`src/rtl/cse_pkg.sv`:
```
// Package of the cyclic shuffle engine: widths, command codes and the microprogram.
`timescale 1ns / 1ps
`default_nettype none
package cse_pkg;

	localparam int MAX_ITEMS  = 1024;
	localparam int IDX_W      = $clog2(MAX_ITEMS);
	localparam int CNT_W      = IDX_W + 1;
	localparam int WORD_W     = 32;
	localparam int DIV_CNT_W  = $clog2(WORD_W);
	localparam int CMD_W      = 2;
	localparam int UPC_W      = 4;
	localparam int OP_W       = 4;
	localparam int COND_W     = 3;

	typedef logic [UPC_W-1:0]  upc_t;
	typedef logic [OP_W-1:0]   op_t;
	typedef logic [COND_W-1:0] cond_t;
	typedef logic [CMD_W-1:0]  cmd_t;

	localparam cmd_t CMD_START = 2'd0;
	localparam cmd_t CMD_STEP  = 2'd1;
	localparam cmd_t CMD_READ  = 2'd2;

	// Datapath operations, one per control word.
	localparam op_t OP_NONE      = 4'd0;
	localparam op_t OP_CLR       = 4'd1;
	localparam op_t OP_ACCEPT    = 4'd2;
	localparam op_t OP_RST_IDX   = 4'd3;
	localparam op_t OP_FIN       = 4'd4;
	localparam op_t OP_DIV_START = 4'd5;
	localparam op_t OP_CALC_J    = 4'd6;
	localparam op_t OP_READ_IJ   = 4'd7;
	localparam op_t OP_WRITE_I   = 4'd8;
	localparam op_t OP_WRITE_J   = 4'd9;
	localparam op_t OP_READ_POS  = 4'd10;
	localparam op_t OP_LATCH_VAL = 4'd11;

	// Jump conditions.
	localparam cond_t C_NONE      = 3'd0;
	localparam cond_t C_ALWAYS    = 3'd1;
	localparam cond_t C_ACCEPT    = 3'd2;
	localparam cond_t C_DONE      = 3'd3;
	localparam cond_t C_DIV_DONE  = 3'd4;
	localparam cond_t C_ADDR_LAST = 3'd5;
	localparam cond_t C_OUT_FREE  = 3'd6;

	// Microprogram addresses.
	localparam upc_t UA_CLR   = 4'd0;
	localparam upc_t UA_IDLE  = 4'd1;
	localparam upc_t UA_START = 4'd2;
	localparam upc_t UA_SFIN  = 4'd3;
	localparam upc_t UA_CHK   = 4'd4;
	localparam upc_t UA_DIV   = 4'd5;
	localparam upc_t UA_J     = 4'd6;
	localparam upc_t UA_RDIJ  = 4'd7;
	localparam upc_t UA_WI    = 4'd8;
	localparam upc_t UA_WJ    = 4'd9;
	localparam upc_t UA_FIN   = 4'd10;
	localparam upc_t UA_RDP   = 4'd11;
	localparam upc_t UA_RDV   = 4'd12;

	typedef struct packed {
		op_t   op;
		cond_t cond;
		upc_t  target;
		logic  hold;
	} ucode_t;

	typedef struct packed {
		logic accept;
		cmd_t cmd;
		logic done;
		logic div_done;
		logic addr_last;
		logic out_free;
	} seq_status_t;

	function automatic ucode_t mk_word(op_t op, cond_t cond, upc_t target, logic hold);
		ucode_t w;
		w.op     = op;
		w.cond   = cond;
		w.target = target;
		w.hold   = hold;
		return w;
	endfunction

	// When the condition holds the sequencer jumps to target; otherwise it
	// stays put if hold is set and falls through to the next word if not.
	function automatic ucode_t ucode_rom(upc_t addr);
		ucode_t w;
		case (addr)
			UA_CLR:   w = mk_word(OP_CLR,       C_ADDR_LAST, UA_IDLE, 1'b1);
			UA_IDLE:  w = mk_word(OP_ACCEPT,    C_ACCEPT,    UA_IDLE, 1'b1);
			UA_START: w = mk_word(OP_RST_IDX,   C_NONE,      UA_IDLE, 1'b0);
			UA_SFIN:  w = mk_word(OP_FIN,       C_OUT_FREE,  UA_CLR,  1'b1);
			UA_CHK:   w = mk_word(OP_DIV_START, C_DONE,      UA_FIN,  1'b0);
			UA_DIV:   w = mk_word(OP_NONE,      C_DIV_DONE,  UA_J,    1'b1);
			UA_J:     w = mk_word(OP_CALC_J,    C_NONE,      UA_IDLE, 1'b0);
			UA_RDIJ:  w = mk_word(OP_READ_IJ,   C_NONE,      UA_IDLE, 1'b0);
			UA_WI:    w = mk_word(OP_WRITE_I,   C_NONE,      UA_IDLE, 1'b0);
			UA_WJ:    w = mk_word(OP_WRITE_J,   C_NONE,      UA_IDLE, 1'b0);
			UA_FIN:   w = mk_word(OP_FIN,       C_OUT_FREE,  UA_IDLE, 1'b1);
			UA_RDP:   w = mk_word(OP_READ_POS,  C_NONE,      UA_IDLE, 1'b0);
			UA_RDV:   w = mk_word(OP_LATCH_VAL, C_ALWAYS,    UA_FIN,  1'b0);
			default:  w = mk_word(OP_NONE,      C_ALWAYS,    UA_IDLE, 1'b0);
		endcase
		return w;
	endfunction

	// Entry point of each command; the unused code goes straight to the result.
	function automatic upc_t dispatch(cmd_t cmd);
		upc_t a;
		case (cmd)
			CMD_START: a = UA_START;
			CMD_STEP:  a = UA_CHK;
			CMD_READ:  a = UA_RDP;
			default:   a = UA_FIN;
		endcase
		return a;
	endfunction

endpackage
`default_nettype wire

```
`src/rtl/cse_divider.sv`:
```
// Bit-serial restoring divider that yields the remainder of a 32-bit word.
`timescale 1ns / 1ps
`default_nettype none
module cse_divider (
	input  wire logic                       clk,
	input  wire logic                       arst_n,
	input  wire logic                       start,
	input  wire logic [cse_pkg::WORD_W-1:0] dividend,
	input  wire logic [cse_pkg::IDX_W-1:0]  divisor,
	output logic                            done,
	output logic [cse_pkg::IDX_W-1:0]       remainder
);

	logic [cse_pkg::WORD_W-1:0]    quo_q;
	logic [cse_pkg::IDX_W-1:0]     rem_q;
	logic [cse_pkg::IDX_W-1:0]     dvs_q;
	logic [cse_pkg::DIV_CNT_W-1:0] cnt_q;
	logic                          busy_q;
	logic                          done_q;
	logic [cse_pkg::IDX_W:0]       trial;
	logic [cse_pkg::IDX_W:0]       diff;
	logic [cse_pkg::IDX_W-1:0]     rem_next;

	// The partial remainder stays below the divisor, so one shifted-in bit
	// and a single compare and subtract keep it in range.
	always_comb begin
		trial = {rem_q, quo_q[cse_pkg::WORD_W-1]};
		diff  = trial - {1'b0, dvs_q};
		if (trial >= {1'b0, dvs_q}) begin
			rem_next = diff[cse_pkg::IDX_W-1:0];
		end else begin
			rem_next = trial[cse_pkg::IDX_W-1:0];
		end
	end

	always_ff @(posedge clk or negedge arst_n) begin
		if (!arst_n) begin
			busy_q <= 1'b0;
			done_q <= 1'b0;
			cnt_q  <= '0;
		end else if (start) begin
			busy_q <= 1'b1;
			done_q <= 1'b0;
			cnt_q  <= '0;
		end else if (busy_q) begin
			cnt_q <= cnt_q + 1'b1;
			if (cnt_q == cse_pkg::DIV_CNT_W'(cse_pkg::WORD_W - 1)) begin
				busy_q <= 1'b0;
				done_q <= 1'b1;
			end
		end
	end

	always_ff @(posedge clk) begin
		if (start) begin
			quo_q <= dividend;
			dvs_q <= divisor;
			rem_q <= '0;
		end else if (busy_q) begin
			quo_q <= {quo_q[cse_pkg::WORD_W-2:0], 1'b0};
			rem_q <= rem_next;
		end
	end

	assign done      = done_q;
	assign remainder = rem_q;

endmodule
`default_nettype wire

```
`config.mk`:
```
export PLATFORM = sky130hd
export DESIGN_NAME = cse_divider
export DESIGN_NICKNAME = d
export VERILOG_FILES = /design/src/rtl/cse_pkg.sv /design/src/rtl/cse_divider.sv
export SDC_FILE = /design/constraint.sdc
export NUM_CORES = 1
export LEC_CHECK = 0
export ABC_AREA = 1
export BUFFER_PORTS_ARGS = -buffer_cell sky130_fd_sc_hd__buf_4
export CORE_MARGIN = 4
export CORE_UTILIZATION = 45
export DETAILED_ROUTE_END_ITERATION = 16
export PLACE_DENSITY = 0.76
export SYNTH_ARGS = -nofsm -noshare
export SYNTH_HDL_FRONTEND = slang
export SYNTH_SLANG_ARGS = --single-unit
```
`constraint.sdc`:
```
create_clock -name clk -period 3.2 [get_ports clk]
set_input_delay 0.32 -clock clk [delete_from_list [all_inputs] [get_ports clk]]
set_output_delay 0.32 -clock clk [all_outputs]
set_load 0.02 [all_outputs]
```
---- Yosys cells after proc, flatten, opt, wreduce, memory -nomap -nowiden ----
Cells that the tools add are included.
word-level totals
  flip-flop bits (word level) ............. 59
  output and inout port bits .............. 11
  logic and storage cells ................. 24
  bits of input ports ..................... 45
cells by class
  equal/unequal tests ..................... 1
  reduce and logical (&&, ||, !) cells .... 3
  magnitude comparators ................... 1
  muxes and demuxes ....................... 11
  add/sub/neg operators ................... 2
operators with widths
  kind                                                            count
  32-bit two-way mux                                              2
  11-bit by 10-bit greater-or-equal comparator with 1-bit output  1
  10-bit two-way mux                                              1
  5-bit two-way mux                                               2
  10-bit subtractor                                               1
  1-bit two-way mux                                               6
  5-bit by 1-bit adder with 5-bit output (second input constant)  1
  5-bit equality test (second input constant)                     1
  2-bit nonzero test                                              2
  2-bit AND reduction                                             1

---- Depth between registers and ports, before layout ----
  word-level depth ........................ 4
  mapped depth ............................ 12
  gate-level depth less buffers ........... 12

---- Worst setup path after synthesis ----
No wires, ideal clock.
  kind .................................... register -> register
  from .................................... reg rem_q (netlist bit remainder[7])
  to ...................................... reg rem_q (netlist bit remainder[9])
  setup time .............................. 0.113 ns
  path buffers ............................ 1
  stages on the path, launching flop included .. 12
  setup slack ............................. 1.540 ns
  period minus slack after synthesis ...... 1.660 ns
  data required time ...................... 3.087 ns
  arrival ................................. 1.547 ns
  cells stage by stage .................... dfxtp_1 > ha_1 > nand2_1 > inv_2 > nand2_1 > clkinv_1 > nand2_2 > and2_4 > buf_6 > nand4_1 > nand3_1 > nand2_1
between the ends
  longest elaborated chain between the ends .. 2
  elaborated cells between the ends (all ways) .. 3
  classes of those cells .................. add/sub (1); order compare (1); mux (1)
ends and longest elaborated chain
  what                                                                                                        RTL line                              source
  start, declared                                                                                             cse_divider.sv:15                     logic [cse_pkg::IDX_W-1:0] rem_q;
  start signal, assigned                                                                                      cse_divider.sv:61                     rem_q <= rem_next;
  10-bit subtractor / 11-bit by 10-bit greater-or-equal comparator with 1-bit output (equally long branches)  cse_divider.sv:28, cse_divider.sv:29
  10-bit two-way mux (*)                                                                                      cse_divider.sv:29                     if (trial >= {1'b0, dvs_q}) begin
Every way passes the cells marked *; elsewhere a longest branch is shown, timed or not.
A chain may end at the register's enable or synchronous reset.

---- Final worst setup path ----
  from .................................... reg rem_q (netlist bit remainder[1])
  to ...................................... reg rem_q (netlist bit remainder[9])
Same word-level chain as after synthesis.

==> impl_metrics.json <==
{
  "status": "finished clean",
  "met2_usage_pct": 25.5,
  "clk_pin_slew_ns": 0.07,
  "use_met3_pct": 4.33,
  "yosys_warnings": 0,
  "cp.arrival_ns": 2.30,
  "powerDensity_mw_per_mm2": 717,
  "critPathKind": "reg -> reg",
  "layout_setup_ws_ns": 1.17,
  "fmax_mhz": 493,
  "htree_levels": 3,
  "ys_top_cells_by_area": "edfxtp_1 (41%), nand2_1 (20%), dfxtp_1 (6.5%)",
  "drt_iter0_drc": 110,
  "synthAdderAreaFrac_pct": 5.56,
  "netlist.area_leader.share_pct": 41.2,
  "drt-wirelength-per-cell_um": 12.3,
  "layout.cells.non_filler": 505,
  "syn_inst": 366,
  "drive_gt1_share_pct": 18.7,
  "die_area_mm2": 0.00818,
  "crit_path_max_fanout": 11,
  "cts_root_buf": "clkbuf_8",
  "syn_area_mm2": 0.00306,
  "synth_seq_cells": 59,
  "gr-usage-met1_pct": 21.5,
  "finalClockSkew_ns": 0.00762,
  "cts_tree": "yes",
  "clock_sinks": 59,
  "grt_pass1_wl_mm": 10.8,
  "r2r_start": "remainder[1]",
  "crit_buf_inv": 0,
  "die_w_um": 90.5,
  "finalSetupViolations": 0,
  "placement.io_buffers": 55,
  "top_usage_layer": "met2",
  "holdPathEnd": "dvs_q[3]",
  "synthMuxAreaShare_pct": 0,
  "dr.pass1.iters": 4,
  "relSlewSlack_pct": 47.8,
  "syn2layout_area_growth_pct": 21.8,
  "yosys.area_share.simple_pct": 30.3,
  "cts_buffer_depth": 2,
  "dp_hpwl_mm": 4.57,
  "cts_inserted_buffers": 9,
  "regToRegSetupSlack_ns": 1.17,
  "vias": 2461,
  "grt_pass1_vias": 2414,
  "dp_cells": 488,
  "fin_crit_ns": 2.03,
  "synth_xor_area_share_pct": 0.859,
  "worst_r2r_endpoint": "remainder[9]",
  "drv_cap": 0,
  "yosysTopAreaCell": "edfxtp_1",
  "fin_crit_sh_pct": 63.4,
  "antenna_found_initial": 0,
  "synth_compound_area_share_pct": 2.13,
  "rows": 29,
  "antennaDiodeCount": 0,
  "place_ws_ns": 1.21,
  "crit_family": "simple AND/OR/NAND/NOR gates",
  "slowest_delay_ns": 0.40,
  "synth_top_family_by_area": "simple AND/OR/NAND/NOR gates",
  "hp-start": "divisor[3]",
  "nets": 481,
  "tns_ns": 0,
  "regArea_mm2": 0.00164,
  "crit_slowest_cell": "ha_1",
  "slew_violations": 0,
  "synth.distinct_cells": 29,
  "worstPathRequired_ns": 3.47,
  "routed_wl_mm": 6.23,
  "path_cells": "ha_1 -> nand2_1 -> nand3_1 -> nand2_1 -> nand4_2 -> nand3_1 -> nand3_1 -> nand2_1",
  "cts_resized": 0,
  "multiInputGateArea_mm2": 0.00119,
  "ir_drop_v": 0.000334,
  "drc_errors": 0,
  "grt-ovfl-total": 0,
  "min_path_type": "in -> reg",
  "insertion_delay_ns": 0.32,
  "cp-start-kind": "flip-flop",
  "end_kind": "flip-flop",
  "rsz0062_at_grt": "false",
  "tightestPinTransition_ns": 0.780,
  "p_leak_nw": 1.89,
  "io_pins": 56,
  "min_path_cells": 1,
  "grt_use_total_pct": 16.3,
  "cts_setup_buffers": 0,
  "gp_congestion": 0.976,
  "synth_seq_area_share_pct": 53.5,
  "drtAntennaViolNets": 0,
  "initial_core_util_pct": 47.4,
  "r2r_cells": 8,
  "vias_per_cell": 4.87,
  "hold_violations": 0,
  "die_y_um": 90.5,
  "num-fill-cells": 578,
  "core_mm2": 0.00646,
  "grt_max_degree": 47,
  "synth_nets": 424,
  "syn_avg_cell_area_um2": 8.36
}
-- kinds of logic after synthesis --
kind of cell	count (synthesis)
buf+inv	58
flops	59
simple gates	222
compound gates	11
fa+ha+maj	13
xor+xnor	3
-- where the power goes --
part | switching (mW) | internal, mW | total (mW)
registers | 0.0867 | 0.932 | 1.02
clock network | 0.271 | 0.398 | 0.669
logic | 0.589 | 0.395 | 0.985
total | 0.947 | 1.73 | 2.67
-- sequential cells by signal (all words and copies together) (netlist names) --
signal / count
busy_q: 1
cnt_q: 5
done: 1
dvs_q: 10
quo_q: 32
remainder: 10
-- synth_stat cells --
cell and count:
buf_1 2, clkinv_1 2, buf_4 2, a22o_1 1
edfxtp_1 42, nand2_2 3, and2_4 1, nand3_1 28
a21oi_1 5, o21ai_0 3, nor3_1 3, or2_0 1
o21a_1 1, dfxtp_1 10, nand4_2 1, buf_6 1
nand2_1 162, a21oi_2 1, ha_1 12, xnor2_1 3
inv_1 40, nor2_2 1, fa_1 1, clkbuf_1 5
inv_2 4, nor2_1 11, dfrtp_1 7, nand4_1 11
buf_2 2
-- cell usage in the layout (no fill, tap or decap), types with 4 or more instances in the layout --
cell type,n
clkbuf_8,11
nand3_1,28
buf_4,57
ha_1,12
inv_2,4
nand2_1,162
dfrtp_1,7
nand4_1,11
inv_1,40
nor2_1,11
clkinv_1,4
a21oi_1,5
edfxtp_1,42
dfxtp_1,10
-- worst max-delay path by stage --
stage	from	endpoint	slack, ns	cells past startpoint
2_1_floorplan	remainder[7]	remainder[9]	1.54	11
4_1_cts	remainder[1]	remainder[9]	1.19	8
6_report	remainder[1]	remainder[9]	1.17	8
5_1_grt	dvs_q[2]	remainder[9]	0.93	9
3_5_place_dp	remainder[1]	remainder[9]	1.21	8
3_3_place_gp	start	quo_q[25]	1.23	4
-- metal layers --
metal | part of all wire (%) | wire length (µm)
met1 | 46 | 2880
met4 | 0.92 | 57
met2 | 46 | 2900
met5 | 0 | 0
met3 | 6.4 | 399
-- final cells by class --
type,count,area share (%)
inverters,46,4.63
flip-flops and latches,59,43.9
repair buffers,58,11.7
well taps,77,2.58
clock inverters,3,1.01
multi-input cells,249,31.9
clock buffers,13,4.26
-- worst reg2reg max path, delay by kind of cell, from the launching register on --
kind                     cells  cell delay (ns)
adder cells (fa/ha/maj)      1             0.40
flip-flops                   1             0.34
AND/OR/NAND/NOR              7             1.25
-- per-stage QoR --
stage | utilization, % | hold WS (ns) | total power [mW] | cell area (µm²)
floorplan | - | 0.0244 | 1.74 | 3060
global placement | 54.5 | 0.137 | 1.99 | 3520
detailed placement | 54.5 | 0.136 | 2.01 | 3520
CTS | 57.7 | 0.151 | 2.69 | 3730
global route | 57.7 | 0.143 | 2.87 | 3730
finish | 57.7 | 0.168 | 2.67 | 3730
-- repair_timing --
action	CTS	global route
endpoints found under the setup margin	0	0
hold buffers	1	0
endpoints found under the hold margin	7	0
No activity file was read; power rests on OpenSTA's default activity.
