===== config.mk =====
export PLATFORM = sky130hd
export DESIGN_NAME = cse_sequencer
export DESIGN_NICKNAME = d
export VERILOG_FILES = /design/src/rtl/cse_pkg.sv /design/src/rtl/cse_sequencer.sv
export SDC_FILE = /design/constraint.sdc
export NUM_CORES = 1
export LEC_CHECK = 0
export ABC_AREA = 1
export BUFFER_PORTS_ARGS = -buffer_cell sky130_fd_sc_hd__buf_2
export CORE_UTILIZATION = 51
export CTS_CLUSTER_DIAMETER = 60
export DETAILED_ROUTE_END_ITERATION = 10
export PLACE_DENSITY = 0.76
export SLEW_MARGIN = 20
export SYNTH_ARGS = -nofsm -noshare
export SYNTH_HDL_FRONTEND = slang
export SYNTH_SLANG_ARGS = --single-unit

===== constraint.sdc =====
create_clock -name clk -period 2 [get_ports clk]
set_input_delay 0.4 -clock clk [delete_from_list [all_inputs] [get_ports clk]]
set_output_delay 0.4 -clock clk [all_outputs]
set_load 0.1 [all_outputs]

===== src/rtl/cse_pkg.sv =====
// Package of the cyclic shuffle engine: widths, command codes and the microprogram.
`timescale 1ns / 1ps
`default_nettype none
package cse_pkg;

	localparam int MAX_ITEMS  = 1024;
	localparam int IDX_W      = $clog2(MAX_ITEMS);
	localparam int CNT_W      = IDX_W + 1;
	localparam int WORD_W     = 32;
	localparam int DIV_CNT_W  = $clog2(WORD_W);
	localparam int CMD_W      = 2;
	localparam int UPC_W      = 4;
	localparam int OP_W       = 4;
	localparam int COND_W     = 3;

	typedef logic [UPC_W-1:0]  upc_t;
	typedef logic [OP_W-1:0]   op_t;
	typedef logic [COND_W-1:0] cond_t;
	typedef logic [CMD_W-1:0]  cmd_t;

	localparam cmd_t CMD_START = 2'd0;
	localparam cmd_t CMD_STEP  = 2'd1;
	localparam cmd_t CMD_READ  = 2'd2;

	// Datapath operations, one per control word.
	localparam op_t OP_NONE      = 4'd0;
	localparam op_t OP_CLR       = 4'd1;
	localparam op_t OP_ACCEPT    = 4'd2;
	localparam op_t OP_RST_IDX   = 4'd3;
	localparam op_t OP_FIN       = 4'd4;
	localparam op_t OP_DIV_START = 4'd5;
	localparam op_t OP_CALC_J    = 4'd6;
	localparam op_t OP_READ_IJ   = 4'd7;
	localparam op_t OP_WRITE_I   = 4'd8;
	localparam op_t OP_WRITE_J   = 4'd9;
	localparam op_t OP_READ_POS  = 4'd10;
	localparam op_t OP_LATCH_VAL = 4'd11;

	// Jump conditions.
	localparam cond_t C_NONE      = 3'd0;
	localparam cond_t C_ALWAYS    = 3'd1;
	localparam cond_t C_ACCEPT    = 3'd2;
	localparam cond_t C_DONE      = 3'd3;
	localparam cond_t C_DIV_DONE  = 3'd4;
	localparam cond_t C_ADDR_LAST = 3'd5;
	localparam cond_t C_OUT_FREE  = 3'd6;

	// Microprogram addresses.
	localparam upc_t UA_CLR   = 4'd0;
	localparam upc_t UA_IDLE  = 4'd1;
	localparam upc_t UA_START = 4'd2;
	localparam upc_t UA_SFIN  = 4'd3;
	localparam upc_t UA_CHK   = 4'd4;
	localparam upc_t UA_DIV   = 4'd5;
	localparam upc_t UA_J     = 4'd6;
	localparam upc_t UA_RDIJ  = 4'd7;
	localparam upc_t UA_WI    = 4'd8;
	localparam upc_t UA_WJ    = 4'd9;
	localparam upc_t UA_FIN   = 4'd10;
	localparam upc_t UA_RDP   = 4'd11;
	localparam upc_t UA_RDV   = 4'd12;

	typedef struct packed {
		op_t   op;
		cond_t cond;
		upc_t  target;
		logic  hold;
	} ucode_t;

	typedef struct packed {
		logic accept;
		cmd_t cmd;
		logic done;
		logic div_done;
		logic addr_last;
		logic out_free;
	} seq_status_t;

	function automatic ucode_t mk_word(op_t op, cond_t cond, upc_t target, logic hold);
		ucode_t w;
		w.op     = op;
		w.cond   = cond;
		w.target = target;
		w.hold   = hold;
		return w;
	endfunction

	// When the condition holds the sequencer jumps to target; otherwise it
	// stays put if hold is set and falls through to the next word if not.
	function automatic ucode_t ucode_rom(upc_t addr);
		ucode_t w;
		case (addr)
			UA_CLR:   w = mk_word(OP_CLR,       C_ADDR_LAST, UA_IDLE, 1'b1);
			UA_IDLE:  w = mk_word(OP_ACCEPT,    C_ACCEPT,    UA_IDLE, 1'b1);
			UA_START: w = mk_word(OP_RST_IDX,   C_NONE,      UA_IDLE, 1'b0);
			UA_SFIN:  w = mk_word(OP_FIN,       C_OUT_FREE,  UA_CLR,  1'b1);
			UA_CHK:   w = mk_word(OP_DIV_START, C_DONE,      UA_FIN,  1'b0);
			UA_DIV:   w = mk_word(OP_NONE,      C_DIV_DONE,  UA_J,    1'b1);
			UA_J:     w = mk_word(OP_CALC_J,    C_NONE,      UA_IDLE, 1'b0);
			UA_RDIJ:  w = mk_word(OP_READ_IJ,   C_NONE,      UA_IDLE, 1'b0);
			UA_WI:    w = mk_word(OP_WRITE_I,   C_NONE,      UA_IDLE, 1'b0);
			UA_WJ:    w = mk_word(OP_WRITE_J,   C_NONE,      UA_IDLE, 1'b0);
			UA_FIN:   w = mk_word(OP_FIN,       C_OUT_FREE,  UA_IDLE, 1'b1);
			UA_RDP:   w = mk_word(OP_READ_POS,  C_NONE,      UA_IDLE, 1'b0);
			UA_RDV:   w = mk_word(OP_LATCH_VAL, C_ALWAYS,    UA_FIN,  1'b0);
			default:  w = mk_word(OP_NONE,      C_ALWAYS,    UA_IDLE, 1'b0);
		endcase
		return w;
	endfunction

	// Entry point of each command; the unused code goes straight to the result.
	function automatic upc_t dispatch(cmd_t cmd);
		upc_t a;
		case (cmd)
			CMD_START: a = UA_START;
			CMD_STEP:  a = UA_CHK;
			CMD_READ:  a = UA_RDP;
			default:   a = UA_FIN;
		endcase
		return a;
	endfunction

endpackage
`default_nettype wire


===== src/rtl/cse_sequencer.sv =====
// Microprogram sequencer: step counter, control store lookup and jump logic.
`timescale 1ns / 1ps
`default_nettype none
module cse_sequencer (
	input  wire logic                 clk,
	input  wire logic                 arst_n,
	input  wire cse_pkg::seq_status_t status,
	output cse_pkg::ucode_t           ctrl
);

	cse_pkg::upc_t   upc_q;
	cse_pkg::upc_t   upc_next;
	cse_pkg::upc_t   target;
	cse_pkg::ucode_t word;
	logic            taken;

	assign word = cse_pkg::ucode_rom(upc_q);

	always_comb begin
		case (word.cond)
			cse_pkg::C_NONE:      taken = 1'b0;
			cse_pkg::C_ALWAYS:    taken = 1'b1;
			cse_pkg::C_ACCEPT:    taken = status.accept;
			cse_pkg::C_DONE:      taken = status.done;
			cse_pkg::C_DIV_DONE:  taken = status.div_done;
			cse_pkg::C_ADDR_LAST: taken = status.addr_last;
			cse_pkg::C_OUT_FREE:  taken = status.out_free;
			default:              taken = 1'b0;
		endcase
		// An accepted word branches to the entry point of its command.
		if (word.cond == cse_pkg::C_ACCEPT) begin
			target = cse_pkg::dispatch(status.cmd);
		end else begin
			target = word.target;
		end
		if (taken) begin
			upc_next = target;
		end else if (word.hold) begin
			upc_next = upc_q;
		end else begin
			upc_next = upc_q + 1'b1;
		end
	end

	always_ff @(posedge clk or negedge arst_n) begin
		if (!arst_n) begin
			upc_q <= cse_pkg::UA_CLR;
		end else begin
			upc_q <= upc_next;
		end
	end

	assign ctrl = word;

endmodule
`default_nettype wire


==> Yosys cells after proc, flatten, opt, wreduce, memory -nomap -nowiden <==
Memory sizes are Yosys's and may differ from the RTL's.
Index checks and enable logic that the tools add are counted.
{ "word_totals": {"inputBits": 9, "memories": 1, "output_inout_bits": 12, "ram_bits": 0, "reg_bits": 4, "latchBits": 0, "romBits": 192, "word_cells": 18} }
{ "classes": {"div": 0, "reduce_logical": 1, "add_sub_neg": 1, "mul": 0, "n_shift": 0, "n_eq_ne": 9, "n_lt_le_gt_ge": 0, "bitwise": 0, "n_mux": 5} }
{ "mem_list": {"columns": ["name", "words", "width", "rd", "rd_clocked_by_memory_dff", "wr", "line_no", "text"], "rows": [
  ["(name not given)", 16, 12, 1, 0, 0, "cse_pkg.sv:92", "case (addr)"]
]} }
{ "ops": {"columns": ["op", "n"], "rows": [
  ["2-to-1 mux 4 bit", 3],
  ["case mux 4 bit (3 select lines)", 1],
  ["equality test 3 bit, second input constant", 3],
  ["equality test 3 x 2 -> 1 bit, second input constant", 2],
  ["case mux 1 bit (6 select lines)", 1],
  ["adder 4 x 1 -> 4 bit, second input constant", 1],
  ["equality test 3 x 1 -> 1 bit, second input constant", 1],
  ["equality test 2 x 1 -> 1 bit, second input constant", 1],
  ["equality test 2 bit, second input constant", 1],
  ["zero test 2 bit", 1],
  ["inequality test 2 x 1 -> 1 bit, second input constant", 1]
]} }

==> Depth between registers and ports, before layout <==
Gate-level depths: netlist (run 1).
{ "logic_depth": {"ltp_word": 4, "mapped_depth": 14, "ltp_nobuf": 14} }

==> Least setup slack after synthesis (run 1) <==
OpenSTA, ideal clock, no wires.
{ "synth_path": {"path_type": "flip-flop to output port", "start": "register upc_q[1]", "end": "output ctrl[1] in the netlist's numbering", "path_buffers": 0, "required_ps": 1600, "path_slack_ps": -1812, "t_arrival_ps": 3412, "path_stages_with_launch": 8, "cell_sequence": "dfrtp_1 > inv_1 > ha_1 > nand2_1 > inv_1 > o21ai_0 > inv_1 > nor2_1"} }
{ "synth_lines": {"columns": ["element", "line_no", "text"], "rows": [
  ["start: declaration", "cse_sequencer.sv:11", "cse_pkg::upc_t upc_q;"],
  ["start signal: assignment", "cse_sequencer.sv:47", "upc_q <= cse_pkg::UA_CLR;"],
  ["start signal: assignment", "cse_sequencer.sv:49", "upc_q <= upc_next;"],
  ["end: declaration", "cse_sequencer.sv:8", "output cse_pkg::ucode_t ctrl"]
]} }

==> results.txt, run 1 <==
* Startpoint-to-endpoint class of the critical path: flip-flop to output port
* Total count of max-transition violations in the final report: 0
* Vias per inst: 5.68
* Final design instance area without fill: 0.00125 sq mm
- The final layout contains routed wiring with a total length of 2620 microns.
- DRT iter0 DRCs: 20
- Setup Slack @ Placement: 0.0263 ns
- Hold EP: upc_q[0]
- Gr usage total: 0.333
- Net count reported at finish: 151
- The worst register-to-register path has a setup slack of 0.08 ns.
- Number of global-route vias before repair: 780
- Summing over every cut layer, the via total after detailed routing is 847.
* Clock tree root driver cell: clkbuf_4
- GRT overflow: 0
* Max-cap viol count: 0
* Wire length of the first global-routing pass: 3460 microns
* Final critical-path share of the clock period: 0.998
- Synthesized Nets: 118
- Die Y-Extent: 40.4 microns
- Yosys Warn Count: 0
* Crit path DAT: 1.60 ns
* Final routed DRC violation total: 0
- Of the cells placed in the final design, the portion with a size suffix greater than 1 is 0.597.
- Final critical delay including setup and external delays: 2.00 ns
- Highest Clock Rate: 0.501 GHz
- Growth of design area from synthesis to finish: 65.8%
- Once detail routing completed, the nets flagged for antenna violations numbered 0.
- In this run, distinct cell masters in the synthesized netlist total 30.
- The worst setup path is captured at an output port.
- Post-synthesis sequential element count: 4
* Max FFs per register: 4
* Row count: 13
- Largest registers: upc_q x4
- The wire-length estimate of the detail-placed layout is 1570 microns.
- Crit path max-delay cell type: dfrtp_1
* Number of stages on the worst hold path: 4
* Hold_ws: 0.462 ns
- CTS Buffer Depth: 2
* Area of the die: 0.00163 sq mm
- Entering global routing, the biggest net connects 10 pins.
- At the pin with the least slew margin, the transition time is 0.280 ns.
- In the post-route analysis, the smallest setup slack over all paths is 0.00376 ns.
- Worst path max stage delay: 0.40 ns
* CP Launch Type: flip-flop
* Routability cong.: 0.891
- Mean post-synth cell area: 7.31 sq um
- TritonCTS Buffers: 3
* Sequential element share of the synthesized area: 0.133
* Area after detailed placement: 0.00111 sq mm
- The worst hold path begins at status[4].
- Cell area after technology mapping: 753 sq um
* Initial core utilization: 0.565
- Initial DRT Pass Iterations: 4
- The critical path contains buffers and inverters numbering 2 combined.
* Total number of H-tree levels: 1
* Number of cell instances on the worst register-to-register path: 12
- Antenna violations before repair: 0
- Counting every instance in the synthesized netlist gives 103.
* Critical path required time: 1.60 ns
- Cell class contributing the biggest share of worst-path delay: flip-flops
- Critical Path, Cell by Cell: buf_4 -> ha_1 -> a31oi_1 -> nand2_2 -> buf_12
- R2r startpoint: upc_q[0]
- Core ar.: 0.00133 sq mm
- The endpoint identified for the worst register-to-register timing path is upc_q[3].
* I/O Buffers: 20
- After detailed routing, the average wire length per cell comes to 17.6 microns.
- Die W: 40.4 microns
- Clock-pin slew was measured on the worst setup and hold paths at 0.05 ns.
- Counting flops per register, the top entry is upc_q.
- Setup repair after global routing missed its margin: yes
* Clock insertion delay at the later pin of the skew report: 0.25 ns
- Worst Hold Class: primary input to flip-flop
* Crit Path Max Fanout: 4
* Final count of negative-setup-slack endpoints: 0
- TritonCTS Sinks: 4
- TritonCTS built the clock tree.
* Number of placed I/O pins: 21
* Final antenna diode count: 0
- Max-Slew Margin vs Limit: 0.812
- Measured on the finished design, the core utilization comes to 0.936.
* Final Hold Vio Count: 0
- The flow ran to the end, and the final reports show no timing, DRC or antenna violations.
- On the final layout, the worst clock skew is 0.0129 ns.
-- cell families after synthesis --
| kind of cell | synth area share |
|---|---|
| xor+xnor | 0.0233 |
| compound gates | 0.146 |
| flops | 0.133 |
| simple gates | 0.480 |
| fa+ha+maj | 0.0997 |
| buf+inv | 0.118 |
-- layout make-up --
| cell class | instances | area, sq um |
|---|---|---|
| clock buffer | 3 | 22.5 |
| fill | 50 | 85.1 |
| inverter | 17 | 71.3 |
| multi-input combinational | 80 | 674 |
| sequential | 4 | 104 |
| tap | 15 | 18.8 |
| timing repair buffer | 30 | 358 |
-- worst max path at each step --
stage | startpoint | end | cells after the start
finish | upc_q[0] | ctrl[8] | 5
global route | upc_q[0] | ctrl[8] | 5
CTS | upc_q[2] | ctrl[11] | 4
detailed placement | upc_q[1] | upc_q[3] | 12
global placement | upc_q[1] | upc_q[3] | 12
floorplan | upc_q[0] | ctrl[1] | 7
-- layer usage --
layer,share of wire,vias to the layer above,global-route usage
met5,0,-,0
met4,0.023,0,0.183
met3,0.041,7,0.0722
met2,0.55,32,0.591
met1,0.39,407,0.358
li1,-,401,-
-- synthesized netlist by cell type --
| master | number | area (sq um) |
|---|---|---|
| nor3_1 | 1 | 5.00 |
| o211ai_1 | 1 | 7.51 |
| nor2_4 | 1 | 11.3 |
| nand2_2 | 6 | 37.5 |
| nor2_1 | 7 | 26.3 |
| nand2_1 | 18 | 67.6 |
| dfrtp_1 | 4 | 100 |
| o21ai_0 | 6 | 30.0 |
| a31oi_1 | 2 | 12.5 |
| nor2_8 | 1 | 20.0 |
| nand4_1 | 4 | 25.0 |
| nand3_4 | 3 | 52.6 |
| inv_4 | 1 | 6.26 |
| inv_1 | 11 | 41.3 |
| xor2_1 | 1 | 8.76 |
| nor2_2 | 3 | 18.8 |
| buf_6 | 2 | 22.5 |
| a21oi_1 | 4 | 20.0 |
| clkinv_1 | 1 | 3.75 |
| o21ai_1 | 1 | 5.00 |
| nand4_2 | 1 | 12.5 |
| nand3_1 | 4 | 20.0 |
| nand2_4 | 4 | 45.0 |
| nand3_2 | 2 | 20.0 |
| xnor2_1 | 1 | 8.76 |
| o22ai_1 | 1 | 6.26 |
| ha_1 | 6 | 75.1 |
| o21ai_4 | 1 | 16.3 |
| inv_2 | 4 | 15.0 |
| o211ai_2 | 1 | 12.5 |
-- what timing repair did --
item                                   4_1_cts  5_1_grt
resized for setup                            9       14
hold buffers                                 1        0
endpoints found under the hold margin        4        0
setup endpoints to repair                    8       11
setup buffers                                3        2
pin swaps                                    1        4
-- worst reg2reg max path, stage by stage, from the launching register on --
cell,delay [ns]
dfrtp_1,0.40
buf_4,0.16
ha_1,0.25
nand3_4,0.13
nand3_4,0.14
inv_2,0.10
nand3_2,0.11
nor2_4,0.17
nor2_8,0.06
nand2_4,0.07
nand2_1,0.06
o21ai_1,0.09
inv_1,0.06
-- stage by stage --
stage	std cells	setup TNS, ns
final	149	0
after CTS	147	0
after global routing	149	-0.122
after global placement	140	0
after detailed placement	140	0
after floorplan	103	-2.27
-- layout by cell type (no fill, tap or decap), types with 2 or more instances in the layout --
cell and instances:
dfrtp_2 3, inv_4 3, buf_2 8, clkbuf_4 3
ha_1 3, nand3_4 4, o21ai_0 2, o21ai_4 3
buf_12 12, o21ai_2 2, inv_1 7, buf_4 9
a21oi_1 3, nor2_4 3, ha_4 2, nand4_1 4
nor2_2 2, nand3_1 4, nand2_1 17, inv_2 7
nor2_1 6, nand2_4 4, nand2_2 7
Power of run 1 is left out: the tool's default activity adds up to more than one toggle a clock period on the data nets, which glitch-free logic cannot reach.
==> run 2: changes to the inputs <==
--- a/config.mk
+++ b/config.mk
@@ -7,7 +7,10 @@
 export LEC_CHECK = 0
 export ABC_AREA = 1
 export BUFFER_PORTS_ARGS = -buffer_cell sky130_fd_sc_hd__buf_2
-export CORE_UTILIZATION = 51
+export CELL_PAD_IN_SITES_DETAIL_PLACEMENT = 2
+export CELL_PAD_IN_SITES_GLOBAL_PLACEMENT = 2
+export CORE_ASPECT_RATIO = 1.25
+export CORE_UTILIZATION = 28
 export CTS_CLUSTER_DIAMETER = 60
 export DETAILED_ROUTE_END_ITERATION = 10
 export PLACE_DENSITY = 0.76
==> run 2 against run 1 <==
Net effect: the run now ends with negative setup slack left; first-iteration DRC count is 50% lower; global-route usage down 9.5 points; register-to-register slack is essentially flat; fmax down 2.2%; non-clock buffer count grew 8; worst setup slack got worse by 0.045 ns; final area rose by 6.9%; critical endpoint is now ctrl[11]; clock skew is 0.010 ns lower.
==> results.txt, run 2 (synthesis results as in run 1) <==
* Number of placed I/O pins: 21 (unchanged)
- Final Hold Vio Count: 0 (unchanged)
- Clock-pin slew on the worst setup and hold paths: 0.04 ns (about the same)
- Total of fill cells in the finished design: 266 (+430%)
- Row count: 20 (+7)
- The x dimension of the die came to 48.4 microns (+20%).
- Max FFs per register: 4 (unchanged)
* Die Y-Extent: 60.0 microns (+48%)
* Worst setup skew after layout: 0.00281 ns (-0.0101 ns)
- The delay of the slowest critical-path stage is 0.48 ns (+0.08 ns).
* CP Launch Type: flip-flop
* Routability cong.: 0.800 (-10%)
- The library cells used most frequently in the layout, excluding fill and tap cells, are 17 x buf_4, 16 x nand2_1, 12 x buf_12.
- The data arrival time at the worst-slack endpoint is 1.64 ns (+0.04 ns).
- TritonCTS Buffers: 3 (unchanged)
- The global-route congestion overflow total is 0 (unchanged).
- Cell class contributing the biggest share of worst-path delay: flip-flops
- The routed via count is 861 (+1.7%).
* Share of cells above drive strength 1: 0.627 (+0.0297)
- Walking the worst path, the cells encountered are inv_2 -> o21ai_0 -> a21oi_1 -> buf_12.
- Setup repair after global routing missed its margin: yes
- Largest registers: upc_q x4
* Area of the multi-input gates: 678 sq um (+0.56%)
- The maximum fanout along the worst path was 8 (+4).
* Area of the die: 0.00290 sq mm (+78%)
- The clock latency at the later pin of the worst-skew pair is 0.24 ns (about the same).
- Pin count of the biggest net entering global routing: 11 (+1)
- Growth of design area from synthesis to finish: 77.2%
- TritonCTS Sinks: 4 (unchanged)
* Number of global-route vias before repair: 1006 (+29%)
- Startpoint-to-endpoint class of the critical path: flip-flop to output port
- The checks that failed: negative setup slack.
- Max-Slew Margin vs Limit: 0.779 (-0.0338)
* Most frequent standard cell in the layout excluding fill and tap cells: buf_4
* Slew @ Worst Pin: 0.329 ns (+0.0482 ns)
* Antenna violations before repair: 0 (unchanged)
* Wire length of the first global-routing pass: 5080 microns (+47%)
- Vias per inst: 4.92 (-13%)
- Kind of end point of the critical path: output port
- The min-delay analysis places its worst path in the category primary input to async pin.
- Max-cap viol count: 0 (unchanged)
- Area after detailed placement: 0.00114 sq mm (+3.4%)
- Final routed DRC violation total: 0 (unchanged)
- Total number of H-tree levels: 1 (unchanged)
- Final antenna diode count: 0 (unchanged)
* Result of the run: finished with violations
- The register area is 103 sq um (-1.2%).
* Initial DRT Pass Iterations: 3 (-1)
- I/O Buffers: 20 (unchanged)
- Average wire length per cell after detail routing: 20.2 microns (+15%)
- The required time of the critical path is 1.60 ns (about the same).
- Final design instance area without fill: 0.00134 sq mm (+6.9%)
- The cell sitting at the root of the clock tree is a clkbuf_4.
- Gr usage total: 0.237 (-0.0954)
- CTS tree: yes
- The count of nets left with antenna violations after detail routing was 0 (unchanged).
* Net count reported at finish: 159 (+5.3%)
- The max-slew violation count came to 0 (unchanged).
* CTS Buffer Depth: 2 (unchanged)
* Worst path setup slack after routing: -0.0411 ns (-0.0448 ns)
- The maximum clock frequency is 0.490 GHz (-2.2%).
- upc_q holds more flip-flops than any other register.
- Core ar.: 0.00250 sq mm (+88%)
- The count of buffer and inverter cells on the critical path is 2 (unchanged).
- The post-detailed-placement half-perimeter wirelength is 2440 microns (+55%).
- The time the final worst path needs with I/O delays and setup is 2.04 ns (+0.0448 ns).
- Routed WL: 3530 microns (+35%)
* Final critical-path share of the clock period: 1.02 (+0.0224)
- Initial core utilization: 0.301 (-0.264)
- Among all stages on the critical path, the largest delay is contributed by dfrtp_2.
* DRT iter0 DRCs: 10 (-50%)
* Final count of negative-setup-slack endpoints: 1 (+1)
==> run 2: metrics by stage <==
step | setup WS, ns | hold WS [ns] | setup TNS [ns] | instances | utilization
after global placement | 0.110 | 0.207 | 0 | 160 | 0.457
after CTS | 0.0120 | 0.486 | 0 | 168 | 0.502
after detailed placement | 0.0136 | 0.213 | 0 | 160 | 0.457
final | -0.0411 | 0.504 | -0.0411 | 175 | 0.534
after floorplan | -0.979 | 0.104 | -2.27 | 103 | -
after global routing | -0.112 | 0.495 | -0.392 | 175 | 0.534
==> run 2: path summary, 6_finish.rpt <==
kind | to | depth (start not counted) | slack, ns | start
setup / recovery | ctrl[11] | 4 | -0.04 | upc_q[2]
hold / removal | upc_q[3] | 2 | 0.50 | arst_n
setup reg to reg | upc_q[1] | 13 | 0.07 | upc_q[1]
hold reg to reg | upc_q[3] | 4 | 0.76 | upc_q[3]
max in group asynchronous | upc_q[2] | 2 | 1.36 | arst_n
min in group clk | upc_q[0] | 4 | 0.55 | status[4]
==> run 2: timing repair <==
item | 4_1_cts | 5_1_grt
gates resized for setup | 16 | 7
hold endpoints to repair | 4 | 0
hold buffers | 1 | 0
setup buffers | 4 | 7
endpoints found under the setup margin | 9 | 13
pin swaps | 3 | 7
==> run 2: routing by layer <==
layer,vias to the layer above,GRT usage,share of wire
li1,415,-,-
met1,418,0.244,0.38
met2,19,0.467,0.58
met3,9,0.0204,0.013
met4,0,0.151,0.023
met5,-,0,0
==> run 2: worst register-to-register path: stages, from the launching register on <==
cell,delay (ns)
dfrtp_2,0.44
inv_4,0.12
ha_4,0.14
clkinv_2,0.07
nand2_1,0.11
nand3_4,0.11
nand2_4,0.14
nand2_2,0.07
nor2_2,0.17
nand2_1,0.08
nor2_1,0.13
nor2_1,0.06
nand2_1,0.06
nand3_1,0.09
==> run 2: final cells by class <==
cell class	instances	area share
inverters	17	0.0544
flip-flops and latches	4	0.0769
multi-input cells	80	0.508
repair buffers	38	0.313
clock buffers	3	0.0169
well taps	33	0.0309
Power of run 2 is left out for the same reason.
==> run 3: changes to the inputs <==
--- a/config.mk
+++ b/config.mk
@@ -14,6 +14,7 @@
 export CTS_CLUSTER_DIAMETER = 60
 export DETAILED_ROUTE_END_ITERATION = 10
 export PLACE_DENSITY = 0.76
+export SKIP_LAST_GASP = 1
 export SLEW_MARGIN = 20
 export SYNTH_ARGS = -nofsm -noshare
 export SYNTH_HDL_FRONTEND = slang
==> run 3 against run 2 <==
Net effect: the run now ends clean; fmax grew 2.3%; final area shrank 1.1%; first-iteration DRC count shrank 60%; via count shrank 1.5%; clock-buffer cell count is the same; wire length shrank 1.0%; global-route usage shrank 0.38 points; sequential share of layout area grew 0.087 points; final cell count shrank 0.57%.
==> results.txt, run 3 (synthesis results as in run 1) <==
- The flow ran to the end, and the final reports show no timing, DRC or antenna violations.
- TritonCTS Buffers: 3 (unchanged)
* Area of the die: 0.00290 sq mm (unchanged)
- The worst slew slack as a fraction of its limit is 0.798 (+0.0189).
- Initial DRT Pass Iterations: 2 (-1)
- CTS tree: yes
- Final count of negative-setup-slack endpoints: 0 (-1)
- Share of cells above drive strength 1: 0.617 (-0.00974)
* Setup TNS: 0 ns (+0.0411 ns)
* I/O Buffers: 20 (unchanged)
- The combined global-route utilization of all metal layers was 0.233 (-0.00381).
- The vertical die dimension is 60.0 microns (unchanged).
- DRT iter0 DRCs: 4 (-6)
- Antenna violations before repair: 0 (unchanged)
* Routed WL: 3500 microns (-1.0%)
- Final design instance area without fill: 0.00132 sq mm (-1.1%)
* Total number of H-tree levels: 1 (unchanged)
* Net count reported at finish: 158 (-0.63%)
- Wire length of the first global-routing pass: 4960 microns (-2.3%)
- The worst clock skew was 0.00242 ns (-0.000390 ns).
- Max FFs per register: 4 (unchanged)
* Die W: 48.4 microns (unchanged)
* Final routed DRC violation total: 0 (unchanged)
* Highest Clock Rate: 0.501 GHz (+2.3%)
- The clock net sink count is 4 (unchanged).
- Number of placed I/O pins: 21 (unchanged)
- Number of global-route vias before repair: 979 (-2.7%)
- Total count of max-transition violations in the final report: 0 (unchanged)
- The mean number of vias per cell is 4.87 (-0.94%).
- Worst Hold Class: primary input to async pin
- Final critical delay including setup and external delays: 1.99 ns (-0.0462 ns)
- Final standard cell utilization of the core: 0.528 (-0.00600)
- The tree is rooted in a clkbuf_4.
- GRT overflow: 0 (unchanged)
- The required time of the critical path is 1.60 ns (about the same).
- Setup repair after global routing missed its margin: yes
- CTS Buffer Depth: 2 (unchanged)
- Initial core utilization: 0.301 (unchanged)
- Largest register by flop count: upc_q
* Routability cong.: 0.800 (unchanged)
- The clock-pin slew on the worst setup and hold paths is 0.04 ns (about the same).
* Startpoint-to-endpoint class of the critical path: flip-flop to output port
- Largest registers: upc_q x4
- Dpl hpwl: 2440 microns (unchanged)
* CP Launch Type: flip-flop
- Area after detailed placement: 0.00114 sq mm (unchanged)
* Count of vias placed by the detailed router: 848 (-1.5%)
- Average wire length per cell after detail routing: 20.1 microns (-0.45%)
* Slew @ Worst Pin: 0.301 ns (-0.0280 ns)
* Max-cap viol count: 0 (unchanged)
- The final antenna diode count came to 0 (unchanged).
- Crit Path Max Fanout: 4 (-4)
- The clock latency at the later pin of the worst-skew pair was 0.24 ns (about the same).
- From synthesis to final layout, the design area changed by 75.2%.
* Final critical-path share of the clock period: 0.997 (-0.0231)
- Kind of end point of the critical path: output port
* Pin count of the biggest net entering global routing: 11 (unchanged)
- Crit path DAT: 1.59 ns (-0.05 ns)
- The area of the placeable core was 0.00250 sq mm (unchanged).
- The number of hold-slack violations in the final timing report is 0 (unchanged).
* Commonest non-fill, non-tap cells in the layout: 16 x nand2_1, 16 x buf_4, 12 x buf_12
- Row count: 20 (unchanged)
* Number of nets with antenna violations after detailed routing: 0 (unchanged)
- Hold_ws: 0.506 ns (+0.00173 ns)
[run 3: worst max-delay path, stage by stage (launching register included)]
cell and delay, ns:
dfrtp_2 0.42, inv_4 0.08, ha_4 0.17, nand2_2 0.07
inv_2 0.05, o21ai_2 0.19, inv_2 0.08, nor2_4 0.12
buf_12 0.18
[run 3: what timing repair did]
item                                    CTS  global route
resized for setup                        14             9
endpoints found under the setup margin    9            13
hold buffers                              1             0
buffers inserted                          4             6
hold endpoints to repair                  4             0
pin swaps                                 3             7
[run 3: metrics by stage]
stage / cells / setup WS, ns
6_report: 174 / 0.00512
2_1_floorplan: 103 / -0.979
3_3_place_gp: 160 / 0.110
5_1_grt: 174 / -0.0799
3_5_place_dp: 160 / 0.0136
4_1_cts: 168 / -0.0109
[run 3: worst paths after layout]
kind	slack [ns]	startpoint	depth (start not counted)	end
max in group asynchronous	1.36	arst_n	2	upc_q[2]
hold reg to reg	0.78	upc_q[1]	3	upc_q[1]
setup / recovery	0.005	upc_q[1]	8	ctrl[1]
setup reg to reg	0.005	upc_q[1]	13	upc_q[1]
min in group clk	0.55	status[5]	5	upc_q[3]
hold / removal	0.51	arst_n	2	upc_q[3]
[run 3: per-layer routing]
layer	share of wire	vias to the layer above	GRT usage
met5	0	-	0
li1	-	410	-
met2	0.56	21	0.467
met3	0.011	10	0.0204
met1	0.40	407	0.236
met4	0.035	0	0.143
[run 3: final cells by class]
class | count | area, sq um
multi-input combinational | 80 | 668
tap | 33 | 41.3
fill | 268 | 1180
timing repair buffer | 37 | 410
sequential | 4 | 103
inverter | 17 | 75.1
clock buffer | 3 | 22.5
Power of run 3 is left out for the same reason.
